[src/hdl/delimited_frame_receiver_unit_macros.svh]
// Assertion macros shared by the delimited frame receiver.
`ifndef DELIMITED_FRAME_RECEIVER_UNIT_MACROS_SVH
`define DELIMITED_FRAME_RECEIVER_UNIT_MACROS_SVH

// Same-cycle implication, checked outside reset.
`define DFR_ASSERT_NOW(label, clk, rst_n, ante, cons, msg) \
    label: assert property (@(posedge clk) disable iff (!(rst_n)) (ante) |-> (cons)) \
        else $error(msg);

// Next-cycle implication, checked outside reset.
`define DFR_ASSERT_NEXT(label, clk, rst_n, ante, cons, msg) \
    label: assert property (@(posedge clk) disable iff (!(rst_n)) (ante) |=> (cons)) \
        else $error(msg);

`endif

[src/hdl/dfr_pkg.sv]
// Shared types and constants of the delimited frame receiver.
`default_nettype none

package dfr_pkg;

    localparam int BYTE_W    = 8;
    localparam int PIDX_W    = 6;
    localparam int CFG_IDX_W = 2;

    // Configuration register indexes.
    localparam logic [CFG_IDX_W-1:0] REG_BEGIN_MARKER = 2'd0;
    localparam logic [CFG_IDX_W-1:0] REG_END_MARKER   = 2'd1;

    // Marker values after reset.
    localparam logic [BYTE_W-1:0] BEGIN_MARKER_RST = 8'h02;
    localparam logic [BYTE_W-1:0] END_MARKER_RST   = 8'h03;

    // Command queue depth, a power of two.
    localparam int QUEUE_DEPTH = 2;

    typedef enum logic [1:0] {
        CMD_BEGIN,
        CMD_END,
        CMD_DATA
    } t_cmd_kind;

    typedef struct packed {
        t_cmd_kind         kind;
        logic [BYTE_W-1:0] data;
    } t_cmd;

    typedef struct packed {
        logic overflow;
        logic count_full;
        logic draining;
    } t_back_status;

endpackage

`default_nettype wire

[src/hdl/dfr_front.sv]
// Front end: marker registers and classification of each received byte.
`default_nettype none

module dfr_front
    import dfr_pkg::*;
(
    input  wire logic                 i_clk,
    input  wire logic                 i_rst_n,
    input  wire logic                 i_cfg_valid,
    output logic                      o_cfg_ready,
    input  wire logic [CFG_IDX_W-1:0] i_cfg_index,
    input  wire logic [BYTE_W-1:0]    i_cfg_data,
    input  wire logic                 i_rx_valid,
    output logic                      o_rx_stall,
    input  wire logic [BYTE_W-1:0]    i_rx_byte,
    input  wire logic                 i_q_full,
    output logic                      o_push,
    output t_cmd                      o_cmd
);

    logic [BYTE_W-1:0] r_begin_marker;
    logic [BYTE_W-1:0] r_end_marker;

    // Configuration writes are always taken; unknown indexes are ignored.
    assign o_cfg_ready = 1'b1;

    always_ff @(posedge i_clk) begin
        if (!i_rst_n) begin
            r_begin_marker <= BEGIN_MARKER_RST;
            r_end_marker   <= END_MARKER_RST;
        end else if (i_cfg_valid) begin
            if (i_cfg_index == REG_BEGIN_MARKER) begin
                r_begin_marker <= i_cfg_data;
            end else if (i_cfg_index == REG_END_MARKER) begin
                r_end_marker <= i_cfg_data;
            end
        end
    end

    // A request enters the queue whenever there is room.
    assign o_rx_stall = i_q_full;
    assign o_push     = i_rx_valid && !i_q_full;

    // The begin marker wins when both markers hold the same value.
    always_comb begin
        o_cmd.data = i_rx_byte;
        priority if (i_rx_byte == r_begin_marker) begin
            o_cmd.kind = CMD_BEGIN;
        end else if (i_rx_byte == r_end_marker) begin
            o_cmd.kind = CMD_END;
        end else begin
            o_cmd.kind = CMD_DATA;
        end
    end

endmodule

`default_nettype wire

[src/hdl/dfr_cmd_queue.sv]
// Short command queue between the front end and the frame engine.
`default_nettype none

module dfr_cmd_queue
    import dfr_pkg::*;
(
    input  wire logic i_clk,
    input  wire logic i_rst_n,
    input  wire logic i_push,
    input  wire t_cmd i_cmd,
    output logic      o_full,
    input  wire logic i_pop,
    output logic      o_valid,
    output t_cmd      o_cmd
);

    localparam int QPTR_W = (QUEUE_DEPTH > 1) ? $clog2(QUEUE_DEPTH) : 1;
    localparam int QCNT_W = $clog2(QUEUE_DEPTH + 1);

    t_cmd              r_slot [QUEUE_DEPTH];
    logic [QPTR_W-1:0] r_wr_ptr;
    logic [QPTR_W-1:0] r_rd_ptr;
    logic [QCNT_W-1:0] r_count;
    logic              w_push;
    logic              w_pop;

    assign o_full  = (r_count == QCNT_W'(QUEUE_DEPTH));
    assign o_valid = (r_count != '0);
    assign o_cmd   = r_slot[r_rd_ptr];
    assign w_push  = i_push && !o_full;
    assign w_pop   = i_pop && o_valid;

    // Storage slots hold payload only.
    always_ff @(posedge i_clk) begin
        if (w_push) begin
            r_slot[r_wr_ptr] <= i_cmd;
        end
    end

    // Pointers and fill count.
    always_ff @(posedge i_clk) begin
        if (!i_rst_n) begin
            r_wr_ptr <= '0;
            r_rd_ptr <= '0;
            r_count  <= '0;
        end else begin
            if (w_push) begin
                r_wr_ptr <= r_wr_ptr + 1'b1;
            end
            if (w_pop) begin
                r_rd_ptr <= r_rd_ptr + 1'b1;
            end
            if (w_push && !w_pop) begin
                r_count <= r_count + 1'b1;
            end else if (w_pop && !w_push) begin
                r_count <= r_count - 1'b1;
            end
        end
    end

endmodule

`default_nettype wire

[src/hdl/dfr_back.sv]
// Frame engine: frame store, running checksum and payload drain.
`default_nettype none

module dfr_back
    import dfr_pkg::*;
#(
    parameter int FRAME_CAPACITY = 64
) (
    input  wire logic              i_clk,
    input  wire logic              i_rst_n,
    input  wire logic              i_cmd_valid,
    input  wire t_cmd              i_cmd,
    output logic                   o_pop,
    output logic                   o_pl_valid,
    input  wire logic              i_pl_stall,
    output logic [BYTE_W-1:0]      o_payload_byte,
    output logic [PIDX_W-1:0]      o_payload_index,
    output logic                   o_last_of_frame,
    output t_back_status           o_status
);

    localparam int IDX_W = $clog2(FRAME_CAPACITY);
    localparam int CNT_W = $clog2(FRAME_CAPACITY + 1);

    typedef enum logic [1:0] {
        S_IDLE,
        S_READ,
        S_EMIT
    } t_state;

    t_state             r_state;
    logic [CNT_W-1:0]   r_count;
    logic               r_open;
    logic               r_overflow;
    logic [BYTE_W-1:0]  r_sum;
    logic [BYTE_W-1:0]  r_last;
    logic [IDX_W-1:0]   r_k;
    logic [IDX_W-1:0]   r_final;
    logic               r_out_valid;
    logic [PIDX_W-1:0]  r_out_index;
    logic               r_out_last;
    logic [BYTE_W-1:0]  r_rd_data;
    logic [BYTE_W-1:0]  r_mem [FRAME_CAPACITY];

    logic               w_full;
    logic               w_pass;
    logic               w_wr_en;
    logic               w_rd_en;

    // The store is full once it holds the capacity.
    assign w_full = (r_count >= CNT_W'(FRAME_CAPACITY));

    // The sum of all stored bytes but the last is kept as bytes arrive.
    assign w_pass = (r_count > CNT_W'(1)) && (r_sum == r_last);

    assign o_pop   = (r_state == S_IDLE) && i_cmd_valid;
    assign w_wr_en = o_pop && (i_cmd.kind == CMD_DATA) && r_open && !w_full;
    assign w_rd_en = (r_state == S_READ);

    // Frame store with a registered read port.
    always_ff @(posedge i_clk) begin
        if (w_wr_en) begin
            r_mem[r_count[IDX_W-1:0]] <= i_cmd.data;
        end
        if (w_rd_en) begin
            r_rd_data <= r_mem[r_k];
        end
    end

    // Control state machine and registered outputs.
    always_ff @(posedge i_clk) begin
        if (!i_rst_n) begin
            r_state     <= S_IDLE;
            r_count     <= '0;
            r_open      <= 1'b0;
            r_overflow  <= 1'b0;
            r_k         <= '0;
            r_final     <= '0;
            r_out_valid <= 1'b0;
            r_out_index <= '0;
            r_out_last  <= 1'b0;
        end else begin
            unique case (r_state)
                S_IDLE: begin
                    if (i_cmd_valid) begin
                        unique case (i_cmd.kind)
                            CMD_BEGIN: begin
                                r_open     <= 1'b1;
                                r_overflow <= 1'b0;
                                r_count    <= '0;
                            end
                            CMD_END: begin
                                r_open <= 1'b0;
                                if (w_pass) begin
                                    r_k     <= '0;
                                    r_final <= IDX_W'(r_count - CNT_W'(2));
                                    r_state <= S_READ;
                                end
                            end
                            CMD_DATA: begin
                                if (r_open) begin
                                    if (w_full) begin
                                        r_overflow <= 1'b1;
                                    end else begin
                                        r_count <= r_count + 1'b1;
                                        r_sum   <= (r_count == '0) ? '0 : r_sum + r_last;
                                        r_last  <= i_cmd.data;
                                    end
                                end
                            end
                            default: begin
                            end
                        endcase
                    end
                end
                S_READ: begin
                    r_out_valid <= 1'b1;
                    r_out_index <= PIDX_W'(r_k);
                    r_out_last  <= (r_k == r_final);
                    r_state     <= S_EMIT;
                end
                S_EMIT: begin
                    if (!i_pl_stall) begin
                        r_out_valid <= 1'b0;
                        if (r_out_last) begin
                            r_state <= S_IDLE;
                        end else begin
                            r_k     <= r_k + 1'b1;
                            r_state <= S_READ;
                        end
                    end
                end
                default: begin
                    r_state <= S_IDLE;
                end
            endcase
        end
    end

    // The running sum and last byte are payload and need no reset.
    assign o_pl_valid      = r_out_valid;
    assign o_payload_byte  = r_rd_data;
    assign o_payload_index = r_out_index;
    assign o_last_of_frame = r_out_last;

    assign o_status.overflow   = r_overflow;
    assign o_status.count_full = w_full;
    assign o_status.draining   = (r_state != S_IDLE);

endmodule

`default_nettype wire

[src/hdl/delimited_frame_receiver_unit.sv]
// Top level of the delimited frame receiver.
//
//  Channel   Direction  Handshake                Contents
//  rx        in         i_rx_valid / o_rx_stall  i_rx_byte
//  payload   out        o_pl_valid / i_pl_stall  o_payload_byte, o_payload_index,
//                                                o_last_of_frame
//  cfg       in         i_cfg_valid / o_cfg_ready i_cfg_index, i_cfg_data
//
// A received byte enters a two-entry command queue; the frame engine takes one command
// per cycle while it is idle and none while a frame drains. A passing frame drains each
// payload byte through a read state and an emit state, due to the registered read port
// of the frame store; the queue takes two more bytes meanwhile and then stalls the input.
// Reset is synchronous and active low; it clears the control state and restores the
// markers, while the frame store holds no reset. A stalled payload request holds.
`default_nettype none

`include "delimited_frame_receiver_unit_macros.svh"

module delimited_frame_receiver_unit
    import dfr_pkg::*;
#(
    parameter int FRAME_CAPACITY = 64
) (
    input  wire logic                 i_clk,
    input  wire logic                 i_rst_n,
    input  wire logic                 i_cfg_valid,
    output logic                      o_cfg_ready,
    input  wire logic [CFG_IDX_W-1:0] i_cfg_index,
    input  wire logic [BYTE_W-1:0]    i_cfg_data,
    input  wire logic                 i_rx_valid,
    output logic                      o_rx_stall,
    input  wire logic [BYTE_W-1:0]    i_rx_byte,
    output logic                      o_pl_valid,
    input  wire logic                 i_pl_stall,
    output logic [BYTE_W-1:0]         o_payload_byte,
    output logic [PIDX_W-1:0]         o_payload_index,
    output logic                      o_last_of_frame
);

    logic         w_q_full;
    logic         w_push;
    t_cmd         w_front_cmd;
    logic         w_q_valid;
    t_cmd         w_q_cmd;
    logic         w_pop;
    t_back_status w_status;

    // Marker registers and byte classification.
    dfr_front u_front (
        .i_clk       (i_clk),
        .i_rst_n     (i_rst_n),
        .i_cfg_valid (i_cfg_valid),
        .o_cfg_ready (o_cfg_ready),
        .i_cfg_index (i_cfg_index),
        .i_cfg_data  (i_cfg_data),
        .i_rx_valid  (i_rx_valid),
        .o_rx_stall  (o_rx_stall),
        .i_rx_byte   (i_rx_byte),
        .i_q_full    (w_q_full),
        .o_push      (w_push),
        .o_cmd       (w_front_cmd)
    );

    // Decoupling queue.
    dfr_cmd_queue u_queue (
        .i_clk   (i_clk),
        .i_rst_n (i_rst_n),
        .i_push  (w_push),
        .i_cmd   (w_front_cmd),
        .o_full  (w_q_full),
        .i_pop   (w_pop),
        .o_valid (w_q_valid),
        .o_cmd   (w_q_cmd)
    );

    // Frame engine.
    dfr_back #(
        .FRAME_CAPACITY (FRAME_CAPACITY)
    ) u_back (
        .i_clk           (i_clk),
        .i_rst_n         (i_rst_n),
        .i_cmd_valid     (w_q_valid),
        .i_cmd           (w_q_cmd),
        .o_pop           (w_pop),
        .o_pl_valid      (o_pl_valid),
        .i_pl_stall      (i_pl_stall),
        .o_payload_byte  (o_payload_byte),
        .o_payload_index (o_payload_index),
        .o_last_of_frame (o_last_of_frame),
        .o_status        (w_status)
    );

    // The overflow flag is only ever set with the store at capacity.
    `DFR_ASSERT_NOW(a_overflow_full, i_clk, i_rst_n, w_status.overflow, w_status.count_full, "overflow flag set below capacity")

    // A payload request only appears while a frame is draining.
    `DFR_ASSERT_NOW(a_valid_draining, i_clk, i_rst_n, o_pl_valid, w_status.draining, "payload request outside a drain")

    // After the final byte of a frame is taken, no request follows at once.
    `DFR_ASSERT_NEXT(a_last_ends, i_clk, i_rst_n, o_pl_valid && !i_pl_stall && o_last_of_frame, !o_pl_valid, "payload request right after the final byte")

endmodule

`default_nettype wire

[config.mk]
export PLATFORM = sky130hd
export DESIGN_NAME = delimited_frame_receiver_unit
export DESIGN_NICKNAME = d
export VERILOG_FILES = /design/src/hdl/dfr_pkg.sv /design/src/hdl/dfr_front.sv /design/src/hdl/dfr_cmd_queue.sv /design/src/hdl/dfr_back.sv /design/src/hdl/delimited_frame_receiver_unit.sv
export VERILOG_INCLUDE_DIRS = /design/src /design/src/hdl
export SDC_FILE = /design/constraint.sdc
export NUM_CORES = 1
export LEC_CHECK = 0
export ABC_AREA = 1
export BUFFER_PORTS_ARGS = -buffer_cell sky130_fd_sc_hd__buf_4
export CAP_MARGIN = 10
export CORE_ASPECT_RATIO = 0.9
export CORE_MARGIN = 3
export CORE_UTILIZATION = 35
export CTS_CLUSTER_DIAMETER = 30
export CTS_CLUSTER_SIZE = 20
export DETAILED_ROUTE_END_ITERATION = 8
export HOLD_SLACK_MARGIN = 0.15
export PLACE_DENSITY = 0.5
export SLEW_MARGIN = 20
export SYNTH_ARGS = -nofsm -noshare
export SYNTH_HDL_FRONTEND = slang
export SYNTH_SLANG_ARGS = --single-unit
[constraint.sdc]
create_clock -name i_clk -period 6.27 [get_ports i_clk]
set_clock_uncertainty 0.05 [all_clocks]
set_input_delay 0.3135 -clock i_clk [delete_from_list [all_inputs] [get_ports i_clk]]
set_output_delay 0.3135 -clock i_clk [all_outputs]
set_load 0.03 [all_outputs]
### Yosys cells after proc, flatten, opt, wreduce, memory -nomap -nowiden

Memories as Yosys holds them, arrays and structs flattened. A register that Yosys moved wholly into a read port is not among the register bits.
Index checks and enable logic that the tools add are counted.

* register bits: 66
* RAM bits: 532
* input port bits: 23
* output and inout port bits: 18
* memories kept: 2

* add/subtract/negate cells: 8
* $lt $le $gt $ge: 2
* equality and inequality tests: 17
* muxes and demuxes: 28
* bitwise logic cells: 2
* reduce and logical (&&, ||, !) cells: 33

Memory list
* u_back.r_mem: depth 64, bits a word 8, rd ports 1, clocked after memory_dff 1, write ports 1, line dfr_back.sv:43 `logic [BYTE_W-1:0] r_mem [FRAME_CAPACITY];`
* u_queue.r_slot: depth 2, bits a word 10, rd ports 1, clocked after memory_dff 1, write ports 1, line dfr_cmd_queue.sv:20 `t_cmd r_slot [QUEUE_DEPTH];`

Operators by type and width (count)
* $mux 6: 5
* $eq 8x8->1: 3
* $mux 2: 8
* $mux 7: 2
* $pmux 7 s2: 1
* $pmux 6 s2: 1
* $reduce_and 6->1: 2
* $reduce_bool 2->1: 6
* $logic_and 1x1->1: 10
* $add 8x8->8: 1
* $mux 1: 8
* $ne 2x2->1 const B: 4
* $reduce_and 4->1: 2
* $add 7x1->7 const B: 1
* $ge 7x7->1 const B: 1
* $gt 7x1->1 const B: 1
* $logic_not 7->1: 1
* $add 6x1->6 const B: 1
* $eq 2x1->1 const B: 3
* $eq 2x2->1 const B: 3
* $eq 6x6->1: 1
* $logic_not 2->1: 3
* $ne 2x1->1 const B: 3
* $pmux 2 s3: 1
* 10 further kinds: 18

### Logic depth before layout (Yosys ltp)

Gate-level depths: netlist (run 1).

* depth after elaboration: 8
* mapped depth: 12

### Cells and area by module

From an unflattened synthesis (run 1), not the netlist that was laid out.

* cells, all modules: 2340
* area total of the unflattened synthesis: 25664.6 um2

Modules (own cells, without submodules)
* dfr_back: times used 1, cells an instance 2098, area an instance 23658.9 um2, seq. area each 16716.0 um2
* dfr_front: times used 1, cells an instance 174, area an instance 1038.5 um2, seq. area each 320.3 um2
* dfr_cmd_queue: times used 1, cells an instance 68, area an instance 967.2 um2, seq. area each 700.7 um2

### Worst setup path before layout (run 1)

No wires, ideal clock.

* path kind: reg2reg
* start point: register (tool-made name)
* end point: register u_back.r_last[0] (enable)
* data arrival time: 2.055 ns
* required time: 5.811 ns
* path slack: 3.756 ns
* stages on the path, launching flop included: 6
* clock period less this slack: 2.514 ns
* path through: dfxtp_1 buf_6 nor2_2 a21oi_4 nand2_4 nor3_1

RTL lines
* end signal, assigned: line dfr_back.sv:107 `r_last <= i_cmd.data;`
* end, declared: line dfr_back.sv:36 `logic [BYTE_W-1:0] r_last;`

==> results by group, run 1 <==
Critical path
  • Slowest stage delay, CP: around 0.88 ns
  • WP data arrival: 3.74 ns
  • Crit Path Max Fanout: 79
  • Type of origin of the critical path: flop
  • Worst path bufs/invs: 2
  • Family with the most delay on the worst path: buffers and inverters
  • CP most frequent cell: nand3_1
  • Crit Path Category: flop to flop
  • Worst-path cell chain: buf_4 > buf_4 > nand3_1 > nand3_1 > nand2_1 > nand2_1 > nand3_1 > nand3_1 > nand2_1
  • WP data required: 6.64 ns
  • CP endpoint kind: flop
  • Crit-path slowest cell: buf_4

STA
  • Hold Violations, Final: 0
  • Setup TNS: 0 ns
  • Worst Tran Pin Value: 1.07 ns
  • Max Freq: 0.297 GHz
  • # setup viols final: 0
  • Minimum clock period: ~3.4 ns
  • Unrepaired setup endpoints after global routing: false
  • Slew Limit Fails: 0
  • Relative slew margins: 28.9%
  • Final worst path period share: 53.6%

Clock tree
  • Clock Tree Buf Depth: 3
  • Root Buffer: clkbuf_16
  • CTS buffer count: 130
  • Clock sink total: 607
  • Clk Latency, worst-skew pair: 0.69 ns
  • Post-CTS setup buffer count: 0
  • CTS tree: yes
  • H-Tree Depth: 4
  • Clk slew on worst S/H paths: around 0.050 ns
  • Resize count post-CTS: 0

Placed design
  • Port bufs: 39
  • Routability cong.: 0.781
  • DP HPWL: around 40,000 um
  • Placed cell count: 3,164

Die
  • Die area: 76,200 um^2
  • Num ports: between 40 and 50
  • Row count: 93
  • Die width: 291 um
  • Core area: 71,900 um^2
  • Starting density of the core: between 30% and 40%
  • Die Ht: ~260 um

Logic synthesis
  • Syn_nets: 2,318
  • Cell variety after synth: 43
  • Cell Area, Synth: around 26,000 um^2
  • Post-synthesis cell count: 2,277
  • Mean Syn Cell Area: 11.2 um^2
  • Yosys warns: 0
  • Register bit total from synthesis: just over 600
  • Register area share after synthesis: 69.5%

Finish
  • Final non-filler cell total: 3,437
  • Layout Area Growth over Synthesis: 22.2%
  • Commonest non-fill, non-tap cell in the layout: nand2_1
  • Most frequent cells in the layout: 723 x nand2_1, 556 x edfxtp_1, 457 x nand3_1
  • Layout cell share with drive strength beyond 1: 12.3%
  • Final Net Count: around 2,400

Global route
  • Initial antenna violation count: 0
  • Number of global-route vias before repair: roughly 17,000
  • Largest net degree at the start of global routing: about 130
  • GRT Total Usage: 18.7%
  • GRT overflow: 0
  • First-pass GRT wire length: between 100,000 and 150,000 um

Power and ir drop
  • Internal power: about 9.4 mW
  • Leakage: 11.4 nW
  • Peak supply drop: 0.239 mV
  • Sw Ratio: about 23%
  • Power share of the clock group: 54.6%
  • Switching pwr: approximately 2.8 mW
  • Logic pwr share: 5.9%
  • Pwr Density: about 390 nW/um^2
  • Share of power burned in registers: 39.6%

Route
  • Final antenna-violating net count: 0
  • Drt first pass iters: 8
  • DRT iter0 DRCs: approximately 1,400
  • WL/cell: 20.7 um
  • Vias/cell: about 5.1
  • Total wire length: 71,000 um
  • DR vias: 17,500
  • DRC violations left: 0

Run
  • Max cap viols: 0

Status
  • Status: complete, no violations

Worst hold path
  • Hold Crit Class: primary input to flop
synth_stat cells, drive strengths merged:
| master | count | area [um^2] |
|---|---|---|
| o31a | 1 | 8.76 |
| nand4 | 4 | 25.0 |
| buf | 93 | 584 |
| a211oi | 2 | 15.0 |
| o21ai | 41 | 205 |
| nor3b | 4 | 35.0 |
| o21a | 1 | 7.51 |
| nand3b | 2 | 15.0 |
| a21oi | 39 | 218 |
| nand3 | 466 | 2440 |
| nor3 | 6 | 35.0 |
| nand2 | 728 | 2760 |
| fa | 1 | 20.0 |
| ha | 17 | 213 |
| conb | 1 | 3.75 |
| dfxtp | 51 | 1020 |
| clkbuf | 31 | 116 |
| clkinv | 3 | 11.3 |
| inv | 51 | 191 |
| or2 | 4 | 25.0 |
| xnor2 | 12 | 105 |
| mux2 | 8 | 90.1 |
| edfxtp | 556 | 16700 |
| xor2 | 6 | 52.6 |
| nor2 | 147 | 609 |
| o22ai | 1 | 6.26 |
| nor4 | 1 | 6.26 |
routing by layer:
metal	vias up	share of wire (%)	global-route usage, %
met1	8693	46	25.9
met2	488	46	29.2
met4	0	2.8	7.31
li1	8184	-	-
met3	145	5.7	3.83
met5	-	0	0
registers in the layout (all words and copies together), names as in the netlist, 2 cells and up, named ones only:
signal,flops
u_queue.r_slot,20
u_queue.r_count,2
u_back.o_payload_index,6
u_back.r_k,6
u_back.o_payload_byte,8
u_back.r_mem,512
u_front.r_begin_marker,8
u_back.r_state,2
u_back.r_last,8
u_back.r_count,7
u_front.r_end_marker,8
u_back.r_sum,8
u_back.r_final,6
final timing paths:
path	to	cells after the start	slack, ns	from
min reg2reg	flop	1	0.40	u_queue.r_rd_ptr
max reg2reg	u_back.o_payload_byte[5]	9	2.91	u_back.r_k[1]
max	u_back.o_payload_byte[5]	9	2.91	u_back.r_k[1]
min	u_queue.r_slot[0][3]	2	0.36	i_rx_byte[3]
timing repair:
item / 4_1_cts / 5_1_grt
hold buffers: 37 / 0
endpoints found under the hold margin: 60 / 0
setup endpoints to repair: 0 / 0
power by group through the flow:
stage	Clock, mW	Combinational, mW	Sequential [mW]
2_1_floorplan	0	0.357	4.89
3_3_place_gp	0	0.700	4.91
3_5_place_dp	0	0.715	4.91
4_1_cts	6.80	0.731	4.84
5_1_grt	7.00	0.786	4.84
6_report	6.68	0.717	4.84
cell type report:
cell class                      count  area [um^2]
Tap cell                          950         1190
Clock inverter                     78          865
Fill cell                        6687        40700
Antenna cell                        1         2.50
Sequential cell                   607        17700
Clock buffer                      157         3460
Multi-Input combinational cell   1492         6900
Inverter                           54          213
Timing Repair Buffer               98          828
cells by family (layout without fill, tap and decap cells):
family,Yosys count,in the layout,share of synthesized area [%]
flops,607,607,69.5
xor+xnor,18,18,0.618
mux,8,8,0.353
fa+ha+maj,18,18,0.912
simple gates,1362,1362,23.3
other cells,1,2,0.0147
buf+inv,178,387,3.54
compound gates,85,85,1.81
metrics by stage:
stage	hold slack [ns]	instance area, um^2	setup WS (ns)	utilization (%)	power, mW
after floorplan	0.362	25500	3.76	-	5.25
after global placement	0.385	26500	2.92	36.8	5.61
after detailed placement	0.390	26500	2.92	36.8	5.63
after CTS	0.308	31200	2.91	43.4	12.4
after global routing	0.353	31200	2.69	43.4	12.6
final	0.359	31200	2.91	43.4	12.2
Power figures use the tool's default switching activity.
==> run 2, diff against run 1 <==
==> constraint.sdc (replaced) <==
create_clock -name i_clk -period 3.31 [get_ports i_clk]
set_clock_uncertainty 0.05 [all_clocks]
set_input_delay 0.1655 -clock i_clk [delete_from_list [all_inputs] [get_ports i_clk]]
set_output_delay 0.1655 -clock i_clk [all_outputs]
set_load 0.03 [all_outputs]
==> results by group, run 2 (synthesis results as in run 1) <==
Global route
  • First-pass GRT wire length: 107,000 um (-1.6%)
  • Largest net degree at the start of global routing: 131 (+4.8%)
  • GRT Total Usage: 18.5% (-0.23 points)
  • GR Util met1: 25.8% (-0.048 points)
  • Number of global-route vias before repair: 17,300 (-0.68%)
  • Met3 Use GR: 3.10% (-0.73 points)
  • Initial antenna violation count: 2 (+2)
  • Met2 Usage GRT: 30.0% (+0.81 points)
  • GRT overflow: 0 (unchanged)
  • GR peak layer: met2

Run
  • Max cap viols: 0 (unchanged)

Clock tree
  • Clock sink total: 607 (unchanged)
  • Clk slew on worst S/H paths: 0.05 ns (about the same)
  • CTS tree: yes
  • CTS buffer count: 119 (-8.5%)
  • Resize count post-CTS: 0 (unchanged)
  • Post-CTS setup buffer count: 0 (unchanged)
  • H-Tree Depth: 3 (-1)
  • Clock Tree Buf Depth: 3 (unchanged)
  • Clk Latency, worst-skew pair: 0.66 ns (-0.03 ns)
  • Root Buffer: clkbuf_16
  • # hold bufs at CTS: 36 (-2.7%)

Worst hold path
  • Hold Crit Class: primary input to flop
  • WHS Endpoint: u_queue.r_slot[0][2]
  • Min-Delay Path Depth: 2 (unchanged)
  • HP Start: i_rx_byte[2]

Die
  • Starting density of the core: 35.5% (unchanged)
  • Die area: 76,200 um^2 (unchanged)
  • Row count: 93 (unchanged)
  • Die Ht: 262 um (unchanged)
  • Num ports: 41 (unchanged)
  • Die width: 291 um (unchanged)
  • Core area: 71,900 um^2 (unchanged)

Critical path
  • Crit Path Category: flop to flop
  • R2R Setup Slk: 0.74 ns (-2.17 ns)
  • WP data required: 3.54 ns (-3.10 ns)
  • Reg-to-reg critical path endpoint: u_back.r_mem[36][4]
  • CP endpoint kind: flop
  • Crit Path Max Fanout: 11 (-86%)
  • WP data arrival: 2.80 ns (-0.94 ns)
  • Path depth of the worst reg2reg path: 7 (-2)
  • Type of origin of the critical path: flop

Route
  • Final antenna-violating net count: 0 (unchanged)
  • DR vias: 17,600 (+0.46%)
  • Drt first pass iters: 5 (-3)
  • DRT iter0 DRCs: 1,620 (+13%)
  • WL/cell: 20.5 um (-0.96%)
  • Vias/cell: 5.05 (-0.89%)
  • DRC violations left: 0 (unchanged)
  • Total wire length: 71,300 um (+0.40%)

Power and ir drop
  • Peak supply drop: 0.451 mV (+88%)
  • Logic pwr share: 7.2% (+1.3 points)
  • Leakage: 11.7 nW (+2.6%)
  • Switching pwr: 5.54 mW (+97%)
  • Share of power burned in registers: 39.6% (about the same)
  • Power share of the clock group: 53.2% (-1.4 points)
  • Pwr Density: 728 nW/um^2 (+85%)
  • Internal power: 17.5 mW (+86%)
  • Sw Ratio: 24.0% (+1.1 points)

STA
  • Max Freq: 0.389 GHz (+31%)
  • Final worst path period share: 77.7% (+24 points)
  • Hold Violations, Final: 0 (unchanged)
  • Slew Limit Fails: 0 (unchanged)
  • Minimum clock period: 2.57 ns (-0.790 ns)
  • # setup viols final: 0 (unchanged)
  • Unrepaired setup endpoints after global routing: false
  • Setup TNS: 0 ns (unchanged)
  • Worst Tran Pin Value: 1.15 ns (+0.0853 ns)
  • Relative slew margins: 22.9% (-6.0 points)

Placed design
  • Placed cell area: 27,100 um^2 (+2.5%)
  • DP HPWL: 42,100 um (+6.0%)
  • Port bufs: 39 (unchanged)
  • Routability cong.: 0.830 (+6.3%)

Finish
  • Final Net Count: 2,471 (+1.9%)
  • Multi-input logic area: 6900 um^2 (unchanged)
  • Commonest non-fill, non-tap cell in the layout: nand2_1
  • Largest register FFs: 512 (unchanged)
  • Layout cell share with drive strength beyond 1: 14.6% (+2.3 points)
  • Fillers: 6,657 (-0.45%)
  • Most frequent cells in the layout: 723 x nand2_1, 556 x edfxtp_1, 457 x nand3_1
  • Design area: 31,700 um^2 (+1.6%)
  • Antenna diode instance count: 0 (-1)
  • Layout Area Growth over Synthesis: 24.2%
  • Reg area: 17,700 um^2 (about the same)

Status
  • Status: complete, no violations
run 2: cell types whose count changed in the layout (fill, tap and decap cells not counted), moves of 5 or more:
cell / previous run / this run
buf_12: 0 / 18
buf_4: 61 / 102
clkbuf_1: 20 / 12
clkbuf_16: 133 / 120
clkinv_1: 21 / 12
clkinv_4: 4 / 11
inv_6: 10 / 15
inv_8: 1 / 7
run 2: cell type report:
class                           count  share of cell area (%)
Clock inverter                     93                    3.52
Inverter                           54                   0.664
Tap cell                          950                    3.75
Timing Repair Buffer              156                    4.69
Multi-Input combinational cell   1492                    21.8
Sequential cell                   607                    56.0
Clock buffer                      132                    9.62
run 2: metrics by stage:
step           util [%]  total power [mW]  hold WS, ns  instances  setup WS (ns)
4_1_cts            44.0              23.3        0.189       3484          0.763
3_5_place_dp       37.7              11.0        0.342       3223          0.765
3_3_place_gp       37.7              11.0        0.340       3223          0.756
2_1_floorplan         -              9.95        0.214       2277          0.796
5_1_grt            44.0              23.8        0.208       3484          0.633
6_report           44.0              23.1        0.237       3484          0.737
run 2: power groups by stage:
stage          Combinational, mW  Sequential (mW)  Clock [mW]
2_1_floorplan              0.677             9.27           0
3_3_place_gp                1.68             9.27           0
3_5_place_dp                1.69             9.27           0
4_1_cts                     1.73             9.13        12.4
5_1_grt                     1.81             9.13        12.8
6_report                    1.67             9.13        12.3
run 2: worst max-delay path, stage by stage (launching register included):
cell     delay [ns]
dfxtp_1        0.37
buf_4          0.22
nor2_2         0.07
a21oi_4        0.18
nand2_4        0.14
nor2_8         0.19
nand3_4        0.09
nor2_1         0.86
run 2: worst max-delay path by stage:
stage	startpoint	end	slack, ns
after global placement	flop	u_back.r_mem[36][4]	0.76
after floorplan	flop	u_back.r_last[0]	0.80
after CTS	flop	u_back.r_mem[36][4]	0.76
final	flop	u_back.r_mem[36][4]	0.74
after global routing	flop	u_back.r_mem[36][4]	0.63
after detailed placement	flop	u_back.r_mem[36][5]	0.77
run 2: metal layers:
layer  up-vias  share of wire (%)  routed length, um
met2       552                 47              33500
met5         -              0.032                 23
met4         4                1.9               1330
met1      8638                 45              32200
met3       114                6.0               4270
li1       8283                  -                  -
==> run 3, diff against run 2 <==
--- a/config.mk
+++ b/config.mk
@@ -16,7 +16,7 @@
 export CTS_CLUSTER_SIZE = 20
 export DETAILED_ROUTE_END_ITERATION = 8
 export HOLD_SLACK_MARGIN = 0.15
-export PLACE_DENSITY = 0.5
+export PLACE_DENSITY = 0.52
 export SLEW_MARGIN = 20
 export SYNTH_ARGS = -nofsm -noshare
 export SYNTH_HDL_FRONTEND = slang
==> constraint.sdc (replaced) <==
create_clock -name i_clk -period 2.2 [get_ports i_clk]
set_clock_uncertainty 0.05 [all_clocks]
set_input_delay 0.11 -clock i_clk [delete_from_list [all_inputs] [get_ports i_clk]]
set_output_delay 0.11 -clock i_clk [all_outputs]
set_load 0.03 [all_outputs]
==> results by group, run 3 (synthesis results as in run 1) <==
Critical path
  • Path depth of the worst reg2reg path: 9 (+2)
  • CP endpoint kind: flop
  • Type of origin of the critical path: primary input
  • WP data required: 2.71 ns (-0.83 ns)
  • WP data arrival: 2.68 ns (-0.12 ns)
  • Crit Path Max Fanout: 2 (-9)
  • Crit Path Category: primary input to flop

Finish
  • Layout Area Growth over Synthesis: 28.9%
  • Final Net Count: 2,556 (+3.4%)
  • Antenna diode instance count: 0 (unchanged)
  • Design area: 32,900 um^2 (+3.8%)
  • Largest register FFs: 512 (unchanged)
  • Layout cell share with drive strength beyond 1: 16.6% (+2.0 points)
  • Most frequent cells in the layout: 723 x nand2_1, 556 x edfxtp_1, 457 x nand3_1
  • Commonest non-fill, non-tap cell in the layout: nand2_1

Route
  • DRC violations left: 0 (unchanged)
  • WL/cell: 20.2 um (-1.2%)
  • DR vias: 17,800 (+1.3%)
  • DRT iter0 DRCs: 1,726 (+6.5%)
  • Total wire length: 72,200 um (+1.2%)
  • Vias/cell: 4.99 (-1.1%)
  • Final antenna-violating net count: 0 (unchanged)
  • Drt first pass iters: 5 (unchanged)

STA
  • Minimum clock period: 2.17 ns
  • Slew Limit Fails: 0 (unchanged)
  • Setup TNS: 0 ns (unchanged)
  • Final worst path period share: just under 100%
  • Relative slew margins: 37.2% (+14 points)
  • # setup viols final: 0 (unchanged)
  • Hold Violations, Final: 0 (unchanged)
  • Max Freq: 0.462 GHz
  • Worst Tran Pin Value: 0.939 ns (-0.213 ns)
  • Unrepaired setup endpoints after global routing: false

Global route
  • First-pass GRT wire length: 107,000 um (+0.35%)
  • GRT Total Usage: 18.8% (+0.27 points)
  • Initial antenna violation count: 0 (-2)
  • GRT overflow: 0 (unchanged)
  • Number of global-route vias before repair: 17,500 (+1.5%)
  • Largest net degree at the start of global routing: 102 (-22%)

Worst hold path
  • Hold Crit Class: primary input to flop
  • Min-Delay Path Depth: 4 (+2)

Die
  • Num ports: 41 (unchanged)
  • Die Ht: 262 um (unchanged)
  • Starting density of the core: 35.5% (unchanged)
  • Die width: 291 um (unchanged)
  • Core area: 71,900 um^2 (unchanged)
  • Die area: 76,200 um^2 (unchanged)
  • Row count: 93 (unchanged)

Clock tree
  • Clk slew on worst S/H paths: 0.05 ns (about the same)
  • CTS tree: yes
  • Clock sink total: 607 (unchanged)
  • CTS buffer count: 131 (+10%)
  • Clock Tree Buf Depth: 3 (unchanged)
  • Root Buffer: clkbuf_16
  • Clk Latency, worst-skew pair: 0.68 ns (+0.02 ns)
  • H-Tree Depth: 4 (+1)

Power and ir drop
  • Peak supply drop: 0.733 mV (+63%)
  • Pwr Density: 1110 nW/um^2 (+52%)
  • Leakage: 12.3 nW (+5.5%)
  • Tot Pwr: 36.3 mW (+58%)

Placed design
  • Routability cong.: 0.898 (+8.2%)
  • Port bufs: 39 (unchanged)
  • Placed cell area: 27,600 um^2 (+1.7%)
  • DP HPWL: 44,100 um (+4.8%)

Status
  • Status: complete, no violations

Run
  • Max cap viols: 0 (unchanged)
-- run 3: cell count changes in the layout (fill, tap and decap cells not counted), moves of 3 or more --
cell	before	now
buf_4	102	141
clkinv_1	12	16
bufinv_16	17	20
clkbuf_16	120	136
inv_8	7	0
buf_12	18	34
dlygate4sd3_1	36	54
-- run 3: repair_timing --
item / CTS / global route
endpoints found under the setup margin: 8 / 377
resized for setup: 0 / 2
pin swaps: 1 / 4
buffers inserted: 2 / 8
hold buffers: 51 / 4
hold endpoints to repair: 91 / 5
-- run 3: final timing paths --
kind / start / endpoint / slack, ns
max: i_cfg_data[3] / u_front.r_end_marker[3] / 0.03
min: i_cfg_data[4] / u_front.r_begin_marker[4] / 0.20
max reg2reg: u_back.r_k[1] / u_back.o_payload_byte[1] / 0.14
min reg2reg: u_queue.r_rd_ptr / flop / 0.40
-- run 3: worst max-delay path, cell delays in order --
cell and delay, ns:
dlygate4sd3_1 0.54, buf_4 0.14, dlygate4sd3_1 0.55, nor2_1 0.14
dlygate4sd3_1 0.59, nor2_1 0.05, dlygate4sd3_1 0.55
-- run 3: per-layer routing --
layer  track usage [%]  wire length [um]  vias up
met4              6.78              1810        0
met2              29.5             33400      571
met3              4.02              4600      115
met5                 0                 0        -
li1                  -                 -     8443
met1              25.8             32400     8691
-- run 3: stage by stage --
stage	hold WS [ns]	utilization, %	std cells	setup WS (ns)
floorplan	0.159	-	2277	0.181
global placement	0.278	38.4	3268	0.0470
detailed placement	0.285	38.4	3268	0.0210
CTS	0.152	45.5	3558	0.0510
global route	0.244	45.7	3569	0.0186
finish	0.199	45.7	3569	0.0338
-- run 3: where the power goes --
group	switching, mW	internal [mW]
sequential	0.0645	13.7
combinational	2.02	0.612
clock	6.26	13.7
-- run 3: cell type report --
cell class              count  area [um^2]
flip-flops and latches    607        17700
repair buffers            229         2280
inverters                  54          210
multi-input cells        1492         6900
clock buffers             149         3470
fillers                  6483        39000
clock inverters            88         1090
well taps                 950         1190
